`config.mk`:
```
export PLATFORM = sky130hd
export DESIGN_NAME = averaged_deadband_pwm_regulator
export DESIGN_NICKNAME = d
export VERILOG_FILES = /design/src/rtl/adpr_pkg.sv /design/src/rtl/adpr_front.sv /design/src/rtl/adpr_queue.sv /design/src/rtl/adpr_back.sv /design/src/rtl/averaged_deadband_pwm_regulator.sv
export SDC_FILE = /design/constraint.sdc
export NUM_CORES = 1
export LEC_CHECK = 0
export CORE_ASPECT_RATIO = 1.25
export CORE_UTILIZATION = 66
export DETAILED_ROUTE_END_ITERATION = 16
export DONT_BUFFER_PORTS = 1
export PLACE_DENSITY = 0.81
export SYNTH_ARGS = -nofsm -noshare
export SYNTH_HDL_FRONTEND = slang
export SYNTH_HIERARCHICAL = 1
export SYNTH_SLANG_ARGS = --single-unit
```
`constraint.sdc`:
```
create_clock -name i_clk -period 7.06 [get_ports i_clk]
set_clock_uncertainty 0.05 [all_clocks]
set_input_delay 0 -clock i_clk [delete_from_list [all_inputs] [get_ports i_clk]]
set_output_delay 0 -clock i_clk [all_outputs]
set_load 0.05 [all_outputs]
```
`src/rtl/adpr_pkg.sv`:
```
`timescale 1ns / 1ps

package adpr_pkg;

    localparam int BLOCK_LEN_DEF = 8;
    localparam int QUEUE_DEPTH   = 2;

    localparam int SAMPLE_W = 12;
    localparam int CODE_W   = 12;
    localparam int DUTY_W   = 16;
    localparam int STEP_W   = 16;
    localparam int CFG_W    = 16;
    localparam int CFG_IDX_W = 3;

    // Largest scaled code: 4095 * 4 / 5 + 28.
    localparam int CODE_MAX    = 3304;
    localparam logic [CODE_W-1:0] CODE_OFFSET = 12'd28;
    // floor(y / 5) == (y * 52429) >> 18 for every 14-bit y.
    localparam logic [15:0] DIV5_RECIP = 16'd52429;
    localparam int DIV5_SHIFT = 18;

    localparam logic [STEP_W-1:0] STEP_RST = 16'd1;

    localparam logic [CFG_IDX_W-1:0] REG_SET_POINT    = 3'd0;
    localparam logic [CFG_IDX_W-1:0] REG_BAND_ABOVE   = 3'd1;
    localparam logic [CFG_IDX_W-1:0] REG_BAND_BELOW   = 3'd2;
    localparam logic [CFG_IDX_W-1:0] REG_OK_ABOVE     = 3'd3;
    localparam logic [CFG_IDX_W-1:0] REG_OK_BELOW     = 3'd4;
    localparam logic [CFG_IDX_W-1:0] REG_INITIAL_STEP = 3'd5;

    typedef struct packed {
        logic [CODE_W-1:0] set_point;
        logic [CODE_W-1:0] band_above;
        logic [CODE_W-1:0] band_below;
        logic [CODE_W-1:0] ok_above;
        logic [CODE_W-1:0] ok_below;
    } t_cfg;

    typedef struct packed {
        logic              load;
        logic [STEP_W-1:0] value;
    } t_step_load;

endpackage

```
`src/rtl/adpr_front.sv`:
```
`timescale 1ns / 1ps

module adpr_front
    import adpr_pkg::*;
#(
    parameter int BLOCK_LEN = BLOCK_LEN_DEF,
    parameter int SUM_W     = 15
) (
    input  logic                i_clk,
    input  logic                i_rst_n,
    input  logic                i_valid,
    output logic                o_ready,
    input  logic [SAMPLE_W-1:0] i_sample,
    output logic                o_push,
    input  logic                i_full,
    output logic [SUM_W-1:0]    o_sum
);

    localparam int CNT_W = (BLOCK_LEN > 1) ? $clog2(BLOCK_LEN) : 1;
    localparam logic [CNT_W-1:0] CNT_LAST = CNT_W'(BLOCK_LEN - 1);

    logic              r_code_vld;
    logic [CODE_W-1:0] r_code;
    logic [SUM_W-1:0]  r_sum;
    logic [CNT_W-1:0]  r_cnt;

    logic [13:0]       w_scaled;
    logic [29:0]       w_prod;
    logic [CODE_W-1:0] w_code;
    logic              w_last;
    logic              w_go;
    logic [SUM_W-1:0]  w_sum_next;

    assign w_scaled = {i_sample, 2'b00};
    assign w_prod   = 30'(w_scaled) * 30'(DIV5_RECIP);
    assign w_code   = w_prod[DIV5_SHIFT +: CODE_W] + CODE_OFFSET;

    assign w_last     = (r_cnt == CNT_LAST);
    // A block-closing code waits until the queue has room.
    assign w_go       = r_code_vld && !(w_last && i_full);
    assign w_sum_next = r_sum + SUM_W'(r_code);

    assign o_ready = !r_code_vld || w_go;
    assign o_push  = w_go && w_last;
    assign o_sum   = w_sum_next;

    always_ff @(posedge i_clk) begin
        if (!i_rst_n) begin
            r_code_vld <= 1'b0;
            r_sum      <= '0;
            r_cnt      <= '0;
        end else begin
            if (o_ready) begin
                r_code_vld <= i_valid;
            end
            if (w_go) begin
                if (w_last) begin
                    r_sum <= '0;
                    r_cnt <= '0;
                end else begin
                    r_sum <= w_sum_next;
                    r_cnt <= r_cnt + 1'b1;
                end
            end
        end
    end

    always_ff @(posedge i_clk) begin
        if (o_ready) begin
            r_code <= w_code;
        end
    end

endmodule

```
`src/rtl/adpr_queue.sv`:
```
`timescale 1ns / 1ps

module adpr_queue #(
    parameter int WIDTH = 15,
    parameter int DEPTH = 2
) (
    input  logic             i_clk,
    input  logic             i_rst_n,
    input  logic             i_push,
    input  logic [WIDTH-1:0] i_data,
    output logic             o_full,
    input  logic             i_pop,
    output logic             o_valid,
    output logic [WIDTH-1:0] o_data
);

    localparam int PTR_W = (DEPTH > 1) ? $clog2(DEPTH) : 1;
    localparam int CNT_W = $clog2(DEPTH + 1);
    localparam logic [PTR_W-1:0] PTR_LAST = PTR_W'(DEPTH - 1);
    localparam logic [CNT_W-1:0] CNT_FULL = CNT_W'(DEPTH);

    logic [WIDTH-1:0] r_mem [DEPTH];
    logic [PTR_W-1:0] r_wr_ptr;
    logic [PTR_W-1:0] r_rd_ptr;
    logic [CNT_W-1:0] r_count;

    logic w_do_push;
    logic w_do_pop;

    assign o_full    = (r_count == CNT_FULL);
    assign o_valid   = (r_count != '0);
    assign o_data    = r_mem[r_rd_ptr];
    assign w_do_push = i_push && !o_full;
    assign w_do_pop  = i_pop && o_valid;

    always_ff @(posedge i_clk) begin
        if (!i_rst_n) begin
            r_wr_ptr <= '0;
            r_rd_ptr <= '0;
            r_count  <= '0;
        end else begin
            if (w_do_push) begin
                r_wr_ptr <= (r_wr_ptr == PTR_LAST) ? '0 : r_wr_ptr + 1'b1;
            end
            if (w_do_pop) begin
                r_rd_ptr <= (r_rd_ptr == PTR_LAST) ? '0 : r_rd_ptr + 1'b1;
            end
            case ({w_do_push, w_do_pop})
                2'b10:   r_count <= r_count + 1'b1;
                2'b01:   r_count <= r_count - 1'b1;
                default: r_count <= r_count;
            endcase
        end
    end

    always_ff @(posedge i_clk) begin
        if (w_do_push) begin
            r_mem[r_wr_ptr] <= i_data;
        end
    end

endmodule

```
`src/rtl/adpr_back.sv`:
```
`timescale 1ns / 1ps

module adpr_back
    import adpr_pkg::*;
#(
    parameter int BLOCK_LEN = BLOCK_LEN_DEF,
    parameter int SUM_W     = 15
) (
    input  logic              i_clk,
    input  logic              i_rst_n,
    input  t_cfg              i_cfg,
    input  t_step_load        i_step_load,
    input  logic              i_valid,
    output logic              o_pop,
    input  logic [SUM_W-1:0]  i_sum,
    output logic              o_valid,
    input  logic              i_ready,
    output logic [CODE_W-1:0] o_average,
    output logic [DUTY_W-1:0] o_duty,
    output logic              o_in_band
);

    // Exact division by BLOCK_LEN through a reciprocal over the whole sum range.
    localparam int LOG_D   = $clog2(BLOCK_LEN);
    localparam int SH      = SUM_W + LOG_D;
    localparam int RECIP_W = SH + 1;
    localparam longint RECIP_VAL = ((64'd1 << SH) + BLOCK_LEN - 1) / BLOCK_LEN;
    localparam logic [RECIP_W-1:0] RECIP = RECIP_W'(RECIP_VAL);
    localparam int PROD_W  = SUM_W + RECIP_W;

    logic              r_avg_vld;
    logic [CODE_W-1:0] r_avg;
    logic              r_out_vld;
    logic [CODE_W-1:0] r_out_avg;
    logic [DUTY_W-1:0] r_duty;
    logic              r_in_band;
    logic [STEP_W-1:0] r_step;

    logic [PROD_W-1:0] w_prod;
    logic              w_out_go;
    logic [CODE_W:0]   w_avg_x;
    logic              w_in_dead;
    logic              w_in_ok;
    logic [DUTY_W-1:0] n_duty;
    logic [STEP_W-1:0] n_step;

    assign w_prod = PROD_W'(i_sum) * PROD_W'(RECIP);

    assign w_out_go = r_avg_vld && (!r_out_vld || i_ready);
    assign o_pop    = !r_avg_vld || w_out_go;

    // Bands compared one bit wider so neither edge can wrap.
    assign w_avg_x   = {1'b0, r_avg};
    assign w_in_dead = (w_avg_x <= {1'b0, i_cfg.set_point} + {1'b0, i_cfg.band_above})
                    && (w_avg_x + {1'b0, i_cfg.band_below} >= {1'b0, i_cfg.set_point});
    assign w_in_ok   = (w_avg_x <= {1'b0, i_cfg.set_point} + {1'b0, i_cfg.ok_above})
                    && (w_avg_x + {1'b0, i_cfg.ok_below} >= {1'b0, i_cfg.set_point});

    always_comb begin
        n_duty = r_duty;
        if (!w_in_dead) begin
            if (r_avg > i_cfg.set_point) begin
                n_duty = r_duty - r_step;
            end else begin
                n_duty = r_duty + r_step;
            end
        end
        n_step = (r_step > STEP_RST) ? (r_step >> 1) : r_step;
    end

    always_ff @(posedge i_clk) begin
        if (!i_rst_n) begin
            r_avg_vld <= 1'b0;
            r_out_vld <= 1'b0;
            r_duty    <= '0;
            r_step    <= STEP_RST;
        end else begin
            if (o_pop) begin
                r_avg_vld <= i_valid;
            end
            if (w_out_go) begin
                r_out_vld <= 1'b1;
            end else if (i_ready) begin
                r_out_vld <= 1'b0;
            end
            if (w_out_go) begin
                r_duty <= n_duty;
            end
            if (i_step_load.load) begin
                r_step <= i_step_load.value;
            end else if (w_out_go) begin
                r_step <= n_step;
            end
        end
    end

    always_ff @(posedge i_clk) begin
        if (o_pop) begin
            r_avg <= w_prod[SH +: CODE_W];
        end
        if (w_out_go) begin
            r_out_avg <= r_avg;
            r_in_band <= w_in_ok;
        end
    end

    assign o_valid   = r_out_vld;
    assign o_average = r_out_avg;
    assign o_duty    = r_duty;
    assign o_in_band = r_in_band;

endmodule

```
`src/rtl/averaged_deadband_pwm_regulator.sv`:
```
`timescale 1ns / 1ps

// Averaged deadband PWM regulator.
// Slave stream s_*: one raw 12-bit converter sample per transfer.
// Master stream m_*: one result per block of BLOCK_LEN samples, carrying the
// block average of the scaled codes, the duty after the regulation step and
// the in-band status bit.
// Configuration: write i_cfg_data to register i_cfg_index whenever
// i_cfg_wr_en is high; index 0 set point, 1 and 2 deadband above and below,
// 3 and 4 status band above and below, 5 initial step (also loads the step).
// Write configuration only while no block is in flight.
// Throughput: one sample per cycle while s_tready is high. The front scales and
// accumulates, a two-entry queue of block sums decouples it from the back, which
// divides by BLOCK_LEN through a reciprocal multiply and then runs the step.
// A block's last code is registered in the front, its sum then enters the
// queue, and the back registers the average and then the output result.
// Reset clears the sum, count, duty and configuration and sets the step to 1.
// When the receiver stalls, the output register holds, the back then the
// queue fill, and s_tready falls only when a block-closing sample finds the
// queue full.

module averaged_deadband_pwm_regulator
    import adpr_pkg::*;
#(
    parameter int BLOCK_LEN = BLOCK_LEN_DEF
) (
    input  logic                 i_clk,
    input  logic                 i_rst_n,
    input  logic                 s_tvalid,
    output logic                 s_tready,
    input  logic [15:0]          s_tdata,    // [11:0] adc_sample, [15:12] zero
    output logic                 m_tvalid,
    input  logic                 m_tready,
    output logic [31:0]          m_tdata,    // [11:0] average_code, [27:12] duty,
                                             // [28] in_band, [31:29] zero
    input  logic                 i_cfg_wr_en,
    input  logic [CFG_IDX_W-1:0] i_cfg_index,
    input  logic [CFG_W-1:0]     i_cfg_data
);

    localparam int SUM_W = $clog2(CODE_MAX * BLOCK_LEN + 1);

    t_cfg       r_cfg;
    t_step_load w_step_load;

    logic             w_push;
    logic             w_full;
    logic [SUM_W-1:0] w_push_sum;
    logic             w_q_valid;
    logic             w_pop;
    logic [SUM_W-1:0] w_q_sum;

    logic [CODE_W-1:0] w_avg;
    logic [DUTY_W-1:0] w_duty;
    logic              w_in_band;

    always_ff @(posedge i_clk) begin
        if (!i_rst_n) begin
            r_cfg <= '0;
        end else if (i_cfg_wr_en) begin
            case (i_cfg_index)
                REG_SET_POINT:  r_cfg.set_point  <= i_cfg_data[CODE_W-1:0];
                REG_BAND_ABOVE: r_cfg.band_above <= i_cfg_data[CODE_W-1:0];
                REG_BAND_BELOW: r_cfg.band_below <= i_cfg_data[CODE_W-1:0];
                REG_OK_ABOVE:   r_cfg.ok_above   <= i_cfg_data[CODE_W-1:0];
                REG_OK_BELOW:   r_cfg.ok_below   <= i_cfg_data[CODE_W-1:0];
                default:        r_cfg <= r_cfg;
            endcase
        end
    end

    assign w_step_load.load  = i_cfg_wr_en && (i_cfg_index == REG_INITIAL_STEP);
    assign w_step_load.value = i_cfg_data[STEP_W-1:0];

    adpr_front #(
        .BLOCK_LEN (BLOCK_LEN),
        .SUM_W     (SUM_W)
    ) u_front (
        .i_clk    (i_clk),
        .i_rst_n  (i_rst_n),
        .i_valid  (s_tvalid),
        .o_ready  (s_tready),
        .i_sample (s_tdata[SAMPLE_W-1:0]),
        .o_push   (w_push),
        .i_full   (w_full),
        .o_sum    (w_push_sum)
    );

    adpr_queue #(
        .WIDTH (SUM_W),
        .DEPTH (QUEUE_DEPTH)
    ) u_queue (
        .i_clk   (i_clk),
        .i_rst_n (i_rst_n),
        .i_push  (w_push),
        .i_data  (w_push_sum),
        .o_full  (w_full),
        .i_pop   (w_pop),
        .o_valid (w_q_valid),
        .o_data  (w_q_sum)
    );

    adpr_back #(
        .BLOCK_LEN (BLOCK_LEN),
        .SUM_W     (SUM_W)
    ) u_back (
        .i_clk       (i_clk),
        .i_rst_n     (i_rst_n),
        .i_cfg       (r_cfg),
        .i_step_load (w_step_load),
        .i_valid     (w_q_valid),
        .o_pop       (w_pop),
        .i_sum       (w_q_sum),
        .o_valid     (m_tvalid),
        .i_ready     (m_tready),
        .o_average   (w_avg),
        .o_duty      (w_duty),
        .o_in_band   (w_in_band)
    );

    assign m_tdata = {3'b000, w_in_band, w_duty, w_avg};

endmodule

```
# Word level (Yosys, flattened, before mapping)

Memories as Yosys holds them, arrays and structs flattened. A register that Yosys moved wholly into a read port is not among the register bits.
Cells that the tools add are included.

Bits in registers: 142
Bits in writable memories: 30
Output and inout port bits: 34
Logic and storage cells: 92
Memories kept: 1

Memory list:

| memory        | words | bits a word | rd ports | clocked after Yosys merged registers in | write ports | line             | source |
|---|---|---|---|---|---|---|---|
| u_queue.r_mem | 2     | 15          | 1        | 1                                       | 1           | adpr_queue.sv:22 | `logic [WIDTH-1:0] r_mem [DEPTH];` |

Add/sub/neg operators: 13
$mul: 1
Order comparisons: 6
Equality and inequality tests: 9
Mux-type cells: 13
Bitwise gates (word level): 1
Reduce and logical (&&, ||, !) cells: 30

Operators by type and width:

| operator                                            | count |
|---|---|
| 2-to-1 mux 16 bit                                   | 4 |
| adder 12 x 12 -> 13 bit                             | 4 |
| multiplier 12 x 16 -> 28 bit, second input constant | 1 |
| >= comparator 13 x 12 -> 1 bit                      | 2 |
| <= comparator 12 x 13 -> 1 bit                      | 2 |
| adder 16 bit                                        | 1 |
| > comparator 16 x 1 -> 1 bit, second input constant | 1 |
| subtractor 16 bit                                   | 1 |
| adder 15 x 12 -> 15 bit                             | 1 |
| 2-to-1 mux 15 bit                                   | 1 |
| AND reduction 2 bit                                 | 7 |
| adder 12 x 5 -> 12 bit, second input constant       | 1 |
| > comparator 12 bit                                 | 1 |
| nonzero test 2 bit                                  | 5 |
| == test 3 bit, second input constant                | 3 |
| logical AND 1 bit                                   | 9 |
| == test 3 x 2 -> 1 bit, second input constant       | 2 |
| 2-to-1 mux 1 bit                                    | 6 |
| zero test 1 bit                                     | 5 |
| == test 2 bit, second input constant                | 2 |
| case mux 2 bit (2 select lines)                     | 1 |
| adder 3 x 1 -> 3 bit, second input constant         | 1 |
| == test 3 x 1 -> 1 bit, second input constant       | 1 |
| zero test 3 bit                                     | 1 |
| 7 further kinds                                     | 10 |

# Longest topological paths before layout

Gate-level depths: netlist (run 1).

Word-level depth: 8
Mapped depth: 21

# Hierarchy

The synthesis (run 1) kept the hierarchy.

Modules (own cells, without submodules):

| module                          | times used | cells each | area an instance (µm²) | sequential area each (µm²) |
|---|---|---|---|---|
| adpr_back                       | 1          | 768        | 6506.2                 | 1431.4 |
| adpr_front                      | 1          | 502        | 4673.2                 | 740.7 |
| averaged_deadband_pwm_regulator | 1          | 217        | 2235.9                 | 1201.2 |
| adpr_queue                      | 1          | 73         | 1320.0                 | 1001.0 |

# Least setup slack after synthesis (run 1)

No wires, ideal clock.

Kind: input to register
Start: input port s_tdata[10]
End: register u_front.r_code[11] (data pin)
Setup time: 0.260 ns
Arrival: 4.964 ns
Required time: 6.750 ns
Path slack: 1.786 ns
Stages: 20
Path buffers: 0
Cell sequence: inv_1 > ha_1 > fa_1 > fa_1 > inv_1 > fa_1 > inv_1 > fa_1 > inv_1 > ha_1 > nand3_2 > o221a_4 > o21ai_2 > nor4_1 > or3_1 > a31o_4 > or3_4 > maj3_2 > o221ai_2 > xnor2_1

Cells in the longest elaborated chain, start to end: 2

Ends and longest elaborated chain:

| item                         | line                                  | source |
|---|---|---|
| from (decl)                  | averaged_deadband_pwm_regulator.sv:31 | `input logic [15:0] s_tdata,` |
| multiplier 12 x 16 -> 28 bit | adpr_front.sv:35                      | `assign w_prod = 30'(w_scaled) * 30'(DIV5_RECIP);` |
| adder 12 x 5 -> 12 bit       | adpr_front.sv:36                      | `assign w_code = w_prod[DIV5_SHIFT +: CODE_W] + CODE_OFFSET;` |
| via u_front.w_code[11]       | adpr_front.sv:29                      | `logic [CODE_W-1:0] w_code;` |
| to (signal assigned)         | adpr_front.sv:70                      | `r_code <= w_code;` |
| to (decl)                    | adpr_front.sv:23                      | `logic [CODE_W-1:0] r_code;` |

The timed path passes the listed nets, and every way through them passes these cells.
A chain may end at the register's enable or synchronous reset.

# Final worst setup path (run 1)

Start: register u_back.r_avg[1] (read register of u_queue.r_mem)
End: register u_back.r_duty[15] (netlist: u_back/o_duty[15])

Cells in the longest elaborated chain, start to end: 5
Elaborated cells on any way between the ends: 8
Classes of those cells: add/sub: 1; order compare: 3; mux: 1; bitwise: 1; reduce/logical: 2

Ends and longest elaborated chain:

| item                           | line            | source |
|---|---|---|
| from (decl)                    | adpr_back.sv:32 | `logic [CODE_W-1:0] r_avg;` |
| adder 12 x 12 -> 13 bit        | adpr_back.sv:55 | `&& (w_avg_x + {1'b0, i_cfg.band_below} >= {1'b0, i_cfg.set_point});` |
| >= comparator 13 x 12 -> 1 bit | adpr_back.sv:55 |  |
| logical AND 1 bit              | adpr_back.sv:55 |  |
| NOT 1 bit (no line)            | --              |  |
| AND reduction 2 bit (no line)  | --              |  |
| to (signal assigned)           | adpr_back.sv:87 | `r_duty <= n_duty;` |
| to (decl)                      | adpr_back.sv:35 | `logic [DUTY_W-1:0] r_duty;` |

Parallel ways exist; a longest one is shown, timed or not.

==> results of run 1 <==
routing by layer:
layer  GRT usage (%)  vias up  part of all wire [%]  wire (µm)
met1            32.0     5354                    38      12700
met5               0        -                     0          0
met2            56.4      320                    52      17100
li1                -     5503                     -          -
met3            5.15      118                   4.3       1430
met4            17.0        0                   5.0       1660
placed cells by master, fill, tap and decap left out, types with 12 or more instances in the layout:
| cell type | n |
|---|---|
| sky130_fd_sc_hd__a21o_1 | 26 |
| sky130_fd_sc_hd__a21oi_1 | 96 |
| sky130_fd_sc_hd__and2_1 | 13 |
| sky130_fd_sc_hd__clkbuf_16 | 17 |
| sky130_fd_sc_hd__dfxtp_1 | 118 |
| sky130_fd_sc_hd__dlygate4sd3_1 | 22 |
| sky130_fd_sc_hd__edfxtp_1 | 61 |
| sky130_fd_sc_hd__fa_1 | 48 |
| sky130_fd_sc_hd__ha_1 | 219 |
| sky130_fd_sc_hd__inv_1 | 150 |
| sky130_fd_sc_hd__mux2i_1 | 72 |
| sky130_fd_sc_hd__nand2_1 | 141 |
| sky130_fd_sc_hd__nand2b_1 | 12 |
| sky130_fd_sc_hd__nand3_1 | 46 |
| sky130_fd_sc_hd__nand4_1 | 12 |
| sky130_fd_sc_hd__nor2_1 | 79 |
| sky130_fd_sc_hd__nor2b_1 | 37 |
| sky130_fd_sc_hd__nor3_1 | 25 |
| sky130_fd_sc_hd__o21ai_0 | 63 |
| sky130_fd_sc_hd__xnor2_1 | 59 |
| sky130_fd_sc_hd__xor2_1 | 30 |
worst max path at each step:
stage,end,slack [ns],depth (start not counted)
3_5_place_dp,u_front/r_code[11],1.47,20
6_report,u_back/o_duty[15],1.65,17
3_3_place_gp,u_front/r_code[11],1.58,20
2_1_floorplan,u_front/r_code[11],1.79,20
4_1_cts,u_back/o_duty[15],1.73,17
5_1_grt,u_back/o_duty[15],1.33,17
through the flow:
| step | setup WS, ns | power (W) |
|---|---|---|
| global placement | 1.58 | 0.00378 |
| floorplan | 1.79 | 0.00340 |
| CTS | 1.73 | 0.00490 |
| detailed placement | 1.47 | 0.00388 |
| global route | 1.33 | 0.00530 |
| finish | 1.65 | 0.00490 |
worst reg2reg max path, stage by stage, from the launching register on:
cell                       delay [ns]
sky130_fd_sc_hd__edfxtp_1        0.58
sky130_fd_sc_hd__ha_1            0.39
sky130_fd_sc_hd__nor2b_1         0.14
sky130_fd_sc_hd__o211ai_1        0.10
sky130_fd_sc_hd__a211oi_1        0.41
sky130_fd_sc_hd__or3_1           0.20
sky130_fd_sc_hd__nor2b_1         0.75
sky130_fd_sc_hd__o21ai_0         0.29
sky130_fd_sc_hd__xnor2_1         0.21
sky130_fd_sc_hd__ha_1            0.39
sky130_fd_sc_hd__a21oi_1         0.09
sky130_fd_sc_hd__a21oi_1         0.21
sky130_fd_sc_hd__and3_1          0.22
sky130_fd_sc_hd__a211oi_1        0.10
sky130_fd_sc_hd__o41ai_1         0.47
sky130_fd_sc_hd__xor2_1          0.14
sky130_fd_sc_hd__or4_1           0.41
sky130_fd_sc_hd__a21oi_1         0.16
flip-flops by register name, indices dropped and copies added, names as in the netlist, 2 cells and up, named ones only:
signal and count:
u_back/r_avg 12, u_front/r_cnt 3, u_front/r_code 12, u_queue/r_mem 24, u_back/r_step 16, u_back/o_duty 16
u_queue/r_count 2, u_front/r_sum 15, r_cfg 60, u_back/o_average 12
report_power, final:
part / switching [W] / leakage, nW / internal (W)
logic: 0.00138 / 5.24 / 0.00106
registers: 0.000192 / 1.56 / 0.00128
clock network: 0.000497 / 0.306 / 0.000493
layout make-up:
cell class	instances	area share (%)
tap	279	2.24
inverter	151	3.64
multi-input combinational	1182	61.4
clock inverter	15	1.34
sequential	179	26.9
timing repair buffer	25	1.69
clock buffer	17	2.73
timing repair:
action,in CTS,in global routing
endpoints found under the hold margin,104,0
hold buffers,23,0
setup buffers,0,0
==> impl_summary.log, run 1 <==
INFO  metric final_period_minus_worst_setup_slack = 5.41 ns
INFO  metric regToRegStartpoint = u_back/r_avg[1]
INFO  metric starting_utilization_of_the_core_area = 67.4%
INFO  metric hold_path_depth = 3
INFO  metric critPathRequiredTime = 7.36 ns
INFO  metric grt_start_max_net_pins = 108
INFO  metric max_slew_vio_count = 0
INFO  metric antenna_violations_before_repair = 0
INFO  metric first_pass_grt_wire_length = 54.3 mm
INFO  metric final_util = between 70% and 80%
INFO  metric worst_r2r_path_depth = 17
INFO  metric seqCellArea = 4190 µm²
INFO  metric reported_leakage_power = approximately 7 nW
INFO  metric worst_setup_path_end_kind = flop
INFO  metric rsz0062_at_grt = false
INFO  metric via_count = 11.3k
INFO  metric final_cell_area = between 15,000 and 20,000 µm²
INFO  metric startpoint_type = flop
INFO  metric areaGrowthSynthToFinish = 7.31%
INFO  metric post_cts.resized_instances = 0
INFO  metric period_share = 76.6%
INFO  metric finalWirelength = 32.9 mm
INFO  metric outcome = finished, final reports clean
INFO  metric floorplan.core_area = roughly 22,000 µm²
INFO  metric critPathArrivalTime = 5.71 ns
INFO  metric route.detailed.wl_per_inst = 17.8 µm
INFO  metric clk_transition_reported_paths = 0.08 ns
INFO  metric drc = 0
INFO  metric numClockSinks = 179
INFO  metric gr-usage-all-layers = between 30% and 40%
INFO  metric drv.max_cap_violation_count = 0
INFO  metric numCtsBuffers = 17
INFO  metric floorplan.die.height = 168 µm
INFO  metric timing_hold_violations_final = 0
INFO  metric clk_latency = between 0.4 and 0.5 ns
INFO  metric ff2ff_setup_slack = 1.65 ns
INFO  metric cts-root-buf = sky130_fd_sc_hd__clkbuf_16
INFO  metric ir_drop = approximately 280 µV
INFO  metric grt_remaining_overflow = 0
INFO  metric antenna_cells = 0
INFO  metric multi_input_area = 9570 µm²
INFO  metric num-fill-cells = between 1.5k and 2k
INFO  metric cellPowerDensity = 315 nW/µm²
INFO  metric gp_congestion = 0.909
INFO  metric tritoncts_clock_tree = done
INFO  metric crit_chain = ha_1, nor2b_1, o211ai_1, a211oi_1, or3_1, nor2b_1, o21ai_0, xnor2_1, ha_1, a21oi_1, a21oi_1, and3_1, a211oi_1, o41ai_1, xor2_1, or4_1, a21oi_1
INFO  metric fin_cells = 1,848
INFO  metric capture_instance_of_the_worst_register_to_register_path = u_back/o_duty[15]
INFO  metric worst_path_most_repeated_cell = sky130_fd_sc_hd__a21oi_1
INFO  metric worst-setup-path-type = flop to flop
INFO  metric synthCells = around 1.6k
INFO  metric maxClockFrequency = 185 MHz
INFO  metric hp-class = input pin to flop
INFO  metric worst_setup_path_startpoint = u_back/r_avg[1]
INFO  metric htree_levels = 4
INFO  metric io_pins = 74
INFO  metric critPathMaxStageDelay = 0.75 ns
INFO  metric cp_max_fo = 15
INFO  metric antenna_left = 0
INFO  metric die-width = ~130 µm
INFO  metric via_count_of_the_first_global_routing_pass = 11.6k
INFO  metric placement_rows = 60
INFO  metric final.hold.worst_slack = roughly 0.055 ns
INFO  metric synth.yosys.warnings = 6
INFO  metric postSynthAreaPerCell = 9.37 µm²
INFO  metric floorplan_die_area = 22,600 µm²
INFO  metric min_to = u_front/r_code[11]
INFO  metric cp_num_buf_inv = 0
INFO  metric placed_cells_incl_taps = 1,793
INFO  metric first_iter_violations = 745
INFO  metric port_buffers = 0
INFO  metric placed_cell_area = 14,700 µm²
INFO  metric standard_cell_with_the_maximum_stage_delay_on_the_critical_path = sky130_fd_sc_hd__nor2b_1
INFO  metric final.setup.tns = 0 ns
INFO  metric netlist_area = roughly 15,000 µm²
INFO  metric holdCritStartpoint = s_tdata[11]
INFO  metric maximum_count_of_clock_buffers_along_a_single_path = 2
INFO  metric timing.critical_path.max_delay_family = compound AO/OA/AOI/OAI gates
INFO  metric fin_nets = 1,863
INFO  metric transition_at_the_pin_with_the_smallest_max_transition_slack = 1.18 ns
INFO  metric post_route_cells_drive_above_1_share = ~5%
INFO  metric report.final.setup_viol = 0
INFO  metric via_per_inst = 6.11
INFO  metric remaining_max_slew_budget_at_the_tightest_pin = a little over a fifth
INFO  metric hpwl = around 25 mm
INFO  metric firstDrtPassIters = 6
(Power assumes the default switching activity.)
==> run 2, diff against run 1 <==
clock period = 5.3 ns   (was 7.06 ns; I/O delays follow)
==> run 2 against run 1 <==
Cell area up 1.5%. Highest routed layer unchanged. Final cell count up 1.7%. Setup slack got worse by 1.4 ns.
==> impl_summary.log, run 2 (synthesis results as in run 1) <==
INFO  metric hp-class = input pin to flop
INFO  metric placed_cells_incl_taps = roughly 1.8k
INFO  metric htree_levels = 4
INFO  metric outcome = finished, final reports clean
INFO  metric max_flop_register = r_cfg
INFO  metric cp_max_fo = 4
INFO  metric number_of_flip_flops_under_the_largest_register_name = 60
INFO  metric clk_transition_reported_paths = 0.07 ns
INFO  metric most_common_cell_after_layout_fill_and_taps_aside = sky130_fd_sc_hd__ha_1
INFO  metric floorplan_die_area = 22,600 µm²
INFO  metric timing.critical_path.max_delay_family = adder cells
INFO  metric timing_hold_violations_final = 0
INFO  metric cts-root-buf = sky130_fd_sc_hd__clkbuf_16
INFO  metric setup_slack = 0.214 ns
INFO  metric gr-usage-all-layers = between 30% and 40%
INFO  metric grt_start_max_net_pins = around 110
INFO  metric floorplan.core_area = 21,500 µm²
INFO  metric critPathRequiredTime = 5.44 ns
INFO  metric postCtsSetupRepairBufs = 0
INFO  metric gp_congestion = about 0.9
INFO  metric transition_at_the_pin_with_the_smallest_max_transition_slack = 1.18 ns
INFO  metric first_pass_grt_wire_length = 55.9 mm
INFO  metric crit_chain = inv_1, ha_1, fa_1, fa_1, inv_1, fa_1, inv_1, fa_1, inv_1, ha_1, nand3_2, o221a_4, o21ai_2, buf_4, o31ai_1, a22oi_1, a31o_4, or3_4, maj3_2, o221ai_2, xnor2_1
INFO  metric port_buffers = 0
INFO  metric starting_utilization_of_the_core_area = 67.4%
INFO  metric numClockSinks = 179
INFO  metric areaGrowthSynthToFinish = 8.96%
INFO  metric die-width = 135 µm
INFO  metric maximum_count_of_clock_buffers_along_a_single_path = 2
INFO  metric hpwl = 26.1 mm
INFO  metric drc = 0
INFO  metric remaining_max_slew_budget_at_the_tightest_pin = 21.2%
INFO  metric fin_nets = about 1.9k
INFO  metric worst-setup-path-type = input pin to flop
INFO  metric io_pins = 74
INFO  metric clk_latency = between 0.4 and 0.5 ns
INFO  metric final.setup.tns = 0 ns
INFO  metric via_per_inst = 6.10
INFO  metric numCtsBuffers = 17
INFO  metric post_route_cells_drive_above_1_share = 7.06%
INFO  metric route.detailed.wl_per_inst = 18.2 µm
INFO  metric tritoncts_clock_tree = done
INFO  metric hold_path_depth = 3
INFO  metric maxClockFrequency = 197 MHz
INFO  metric worst_setup_path_end_kind = flop
INFO  metric final_period_minus_worst_setup_slack = 5.09 ns
INFO  metric via_count_of_the_first_global_routing_pass = 11.8k
INFO  metric first_iter_violations = 794
INFO  metric finalWirelength = 34.2 mm
INFO  metric worst_r2r_path_depth = 17
INFO  metric place_worst_setup_slack = -0.175 ns
INFO  metric max_slew_vio_count = 0
INFO  metric critical_path_cell_count = 21
INFO  metric critPathArrivalTime = ~5.2 ns
INFO  metric floorplan.die.height = about 170 µm
INFO  metric startpoint_type = input pin
INFO  metric layout_top_registers = r_cfg x60, u_queue/r_mem x24
INFO  metric antenna_violations_before_repair = 0
INFO  metric final_cell_area = 15,800 µm²
INFO  metric grt_remaining_overflow = 0
INFO  metric placed_cell_area = about 15,000 µm²
INFO  metric period_share = between 90% and 100%
INFO  metric standard_cell_with_the_maximum_stage_delay_on_the_critical_path = sky130_fd_sc_hd__fa_1
INFO  metric via_count = roughly 11k
INFO  metric cellPowerDensity = 428 nW/µm²
INFO  metric antenna_left = 0
INFO  metric placement_rows = 60
INFO  metric fin_cells = 1,879
INFO  metric ir_drop = 362 µV
INFO  metric antenna_cells = 0
INFO  metric critPathMaxStageDelay = 0.57 ns
INFO  metric final.hold.worst_slack = 0.0609 ns
INFO  metric drv.max_cap_violation_count = 0
INFO  metric firstDrtPassIters = 8
INFO  metric reported_leakage_power = 7.26 nW
INFO  metric cp_num_buf_inv = 5
INFO  metric most-common-layout-cells = sky130_fd_sc_hd__ha_1, sky130_fd_sc_hd__inv_1, sky130_fd_sc_hd__nand2_1, sky130_fd_sc_hd__dfxtp_1, sky130_fd_sc_hd__a21oi_1
INFO  metric report.final.setup_viol = 0
==> run 2: cell types whose count changed in the layout (fill, tap and decap cells not counted) <==
cell / change
sky130_fd_sc_hd__buf_4: +32
sky130_fd_sc_hd__clkinvlp_4: +1
sky130_fd_sc_hd__clkinv_8: -2
sky130_fd_sc_hd__nor4_1: -1
sky130_fd_sc_hd__bufinv_16: +2
sky130_fd_sc_hd__nor4_2: +1
sky130_fd_sc_hd__inv_6: +2
sky130_fd_sc_hd__inv_12: -3
sky130_fd_sc_hd__dlygate4sd3_1: -1
==> run 2: what timing repair did <==
item,CTS,global route
gates resized for setup,0,1
setup endpoints to repair,0,1
endpoints found under the hold margin,104,0
hold buffers,22,0
==> run 2: cell type report <==
| class | instances | area, µm² |
|---|---|---|
| fill | 1535 | 5730 |
| clock inverter | 15 | 213 |
| sequential | 179 | 4190 |
| inverter | 151 | 567 |
| tap | 279 | 349 |
| clock buffer | 17 | 425 |
| timing repair buffer | 56 | 493 |
| multi-input combinational | 1182 | 9580 |
==> run 2: worst paths after layout <==
kind                   startpoint                  to  slack, ns
setup / recovery      s_tdata[10]  u_front/r_code[11]       0.21
hold / removal        s_tdata[11]  u_front/r_code[11]       0.06
setup reg to reg  u_back/r_avg[1]   u_back/o_duty[15]       0.35
hold reg to reg         r_cfg[44]           r_cfg[44]       0.42
==> run 2: worst reg2reg max path, stage by stage, from the launching register on <==
cell                       delay, ns
sky130_fd_sc_hd__edfxtp_1       0.57
sky130_fd_sc_hd__ha_1           0.36
sky130_fd_sc_hd__nor2b_1        0.13
sky130_fd_sc_hd__o211ai_1       0.16
sky130_fd_sc_hd__a211oi_1       0.17
sky130_fd_sc_hd__or3_1          0.42
sky130_fd_sc_hd__nor2b_1        0.15
sky130_fd_sc_hd__buf_4          0.21
sky130_fd_sc_hd__o21ai_0        0.37
sky130_fd_sc_hd__ha_1           0.34
sky130_fd_sc_hd__a211oi_1       0.24
sky130_fd_sc_hd__o21bai_1       0.12
sky130_fd_sc_hd__a211o_1        0.35
sky130_fd_sc_hd__a211oi_1       0.29
sky130_fd_sc_hd__o41ai_1        0.16
sky130_fd_sc_hd__xor2_1         0.19
sky130_fd_sc_hd__or4_1          0.41
sky130_fd_sc_hd__a21oi_1        0.16
==> run 2: layer usage <==
layer | part of all wire [%] | up-vias | GRT usage [%]
li1 | - | 5555 | -
met1 | 39 | 5456 | 33.3
met2 | 52 | 339 | 58.4
met3 | 4.0 | 110 | 4.64
met4 | 4.8 | 0 | 17.4
met5 | 0 | - | 0
==> run 2: per-stage QoR <==
stage	total power (W)	util [%]
CTS	0.00676	73.4
finish	0.00678	73.4
detailed placement	0.00536	69.3
global route	0.00728	73.4
floorplan	0.00453	-
global placement	0.00525	69.3
==> run 2: where the power goes <==
| part | internal (W) | leakage [nW] | switching, W | total (W) |
|---|---|---|---|---|
| registers | 0.00170 | 1.56 | 0.000237 | 0.00194 |
| logic | 0.00157 | 5.39 | 0.00192 | 0.00349 |
| clock network | 0.000728 | 0.307 | 0.000613 | 0.00134 |
| total | 0.00400 | 7.26 | 0.00277 | 0.00678 |
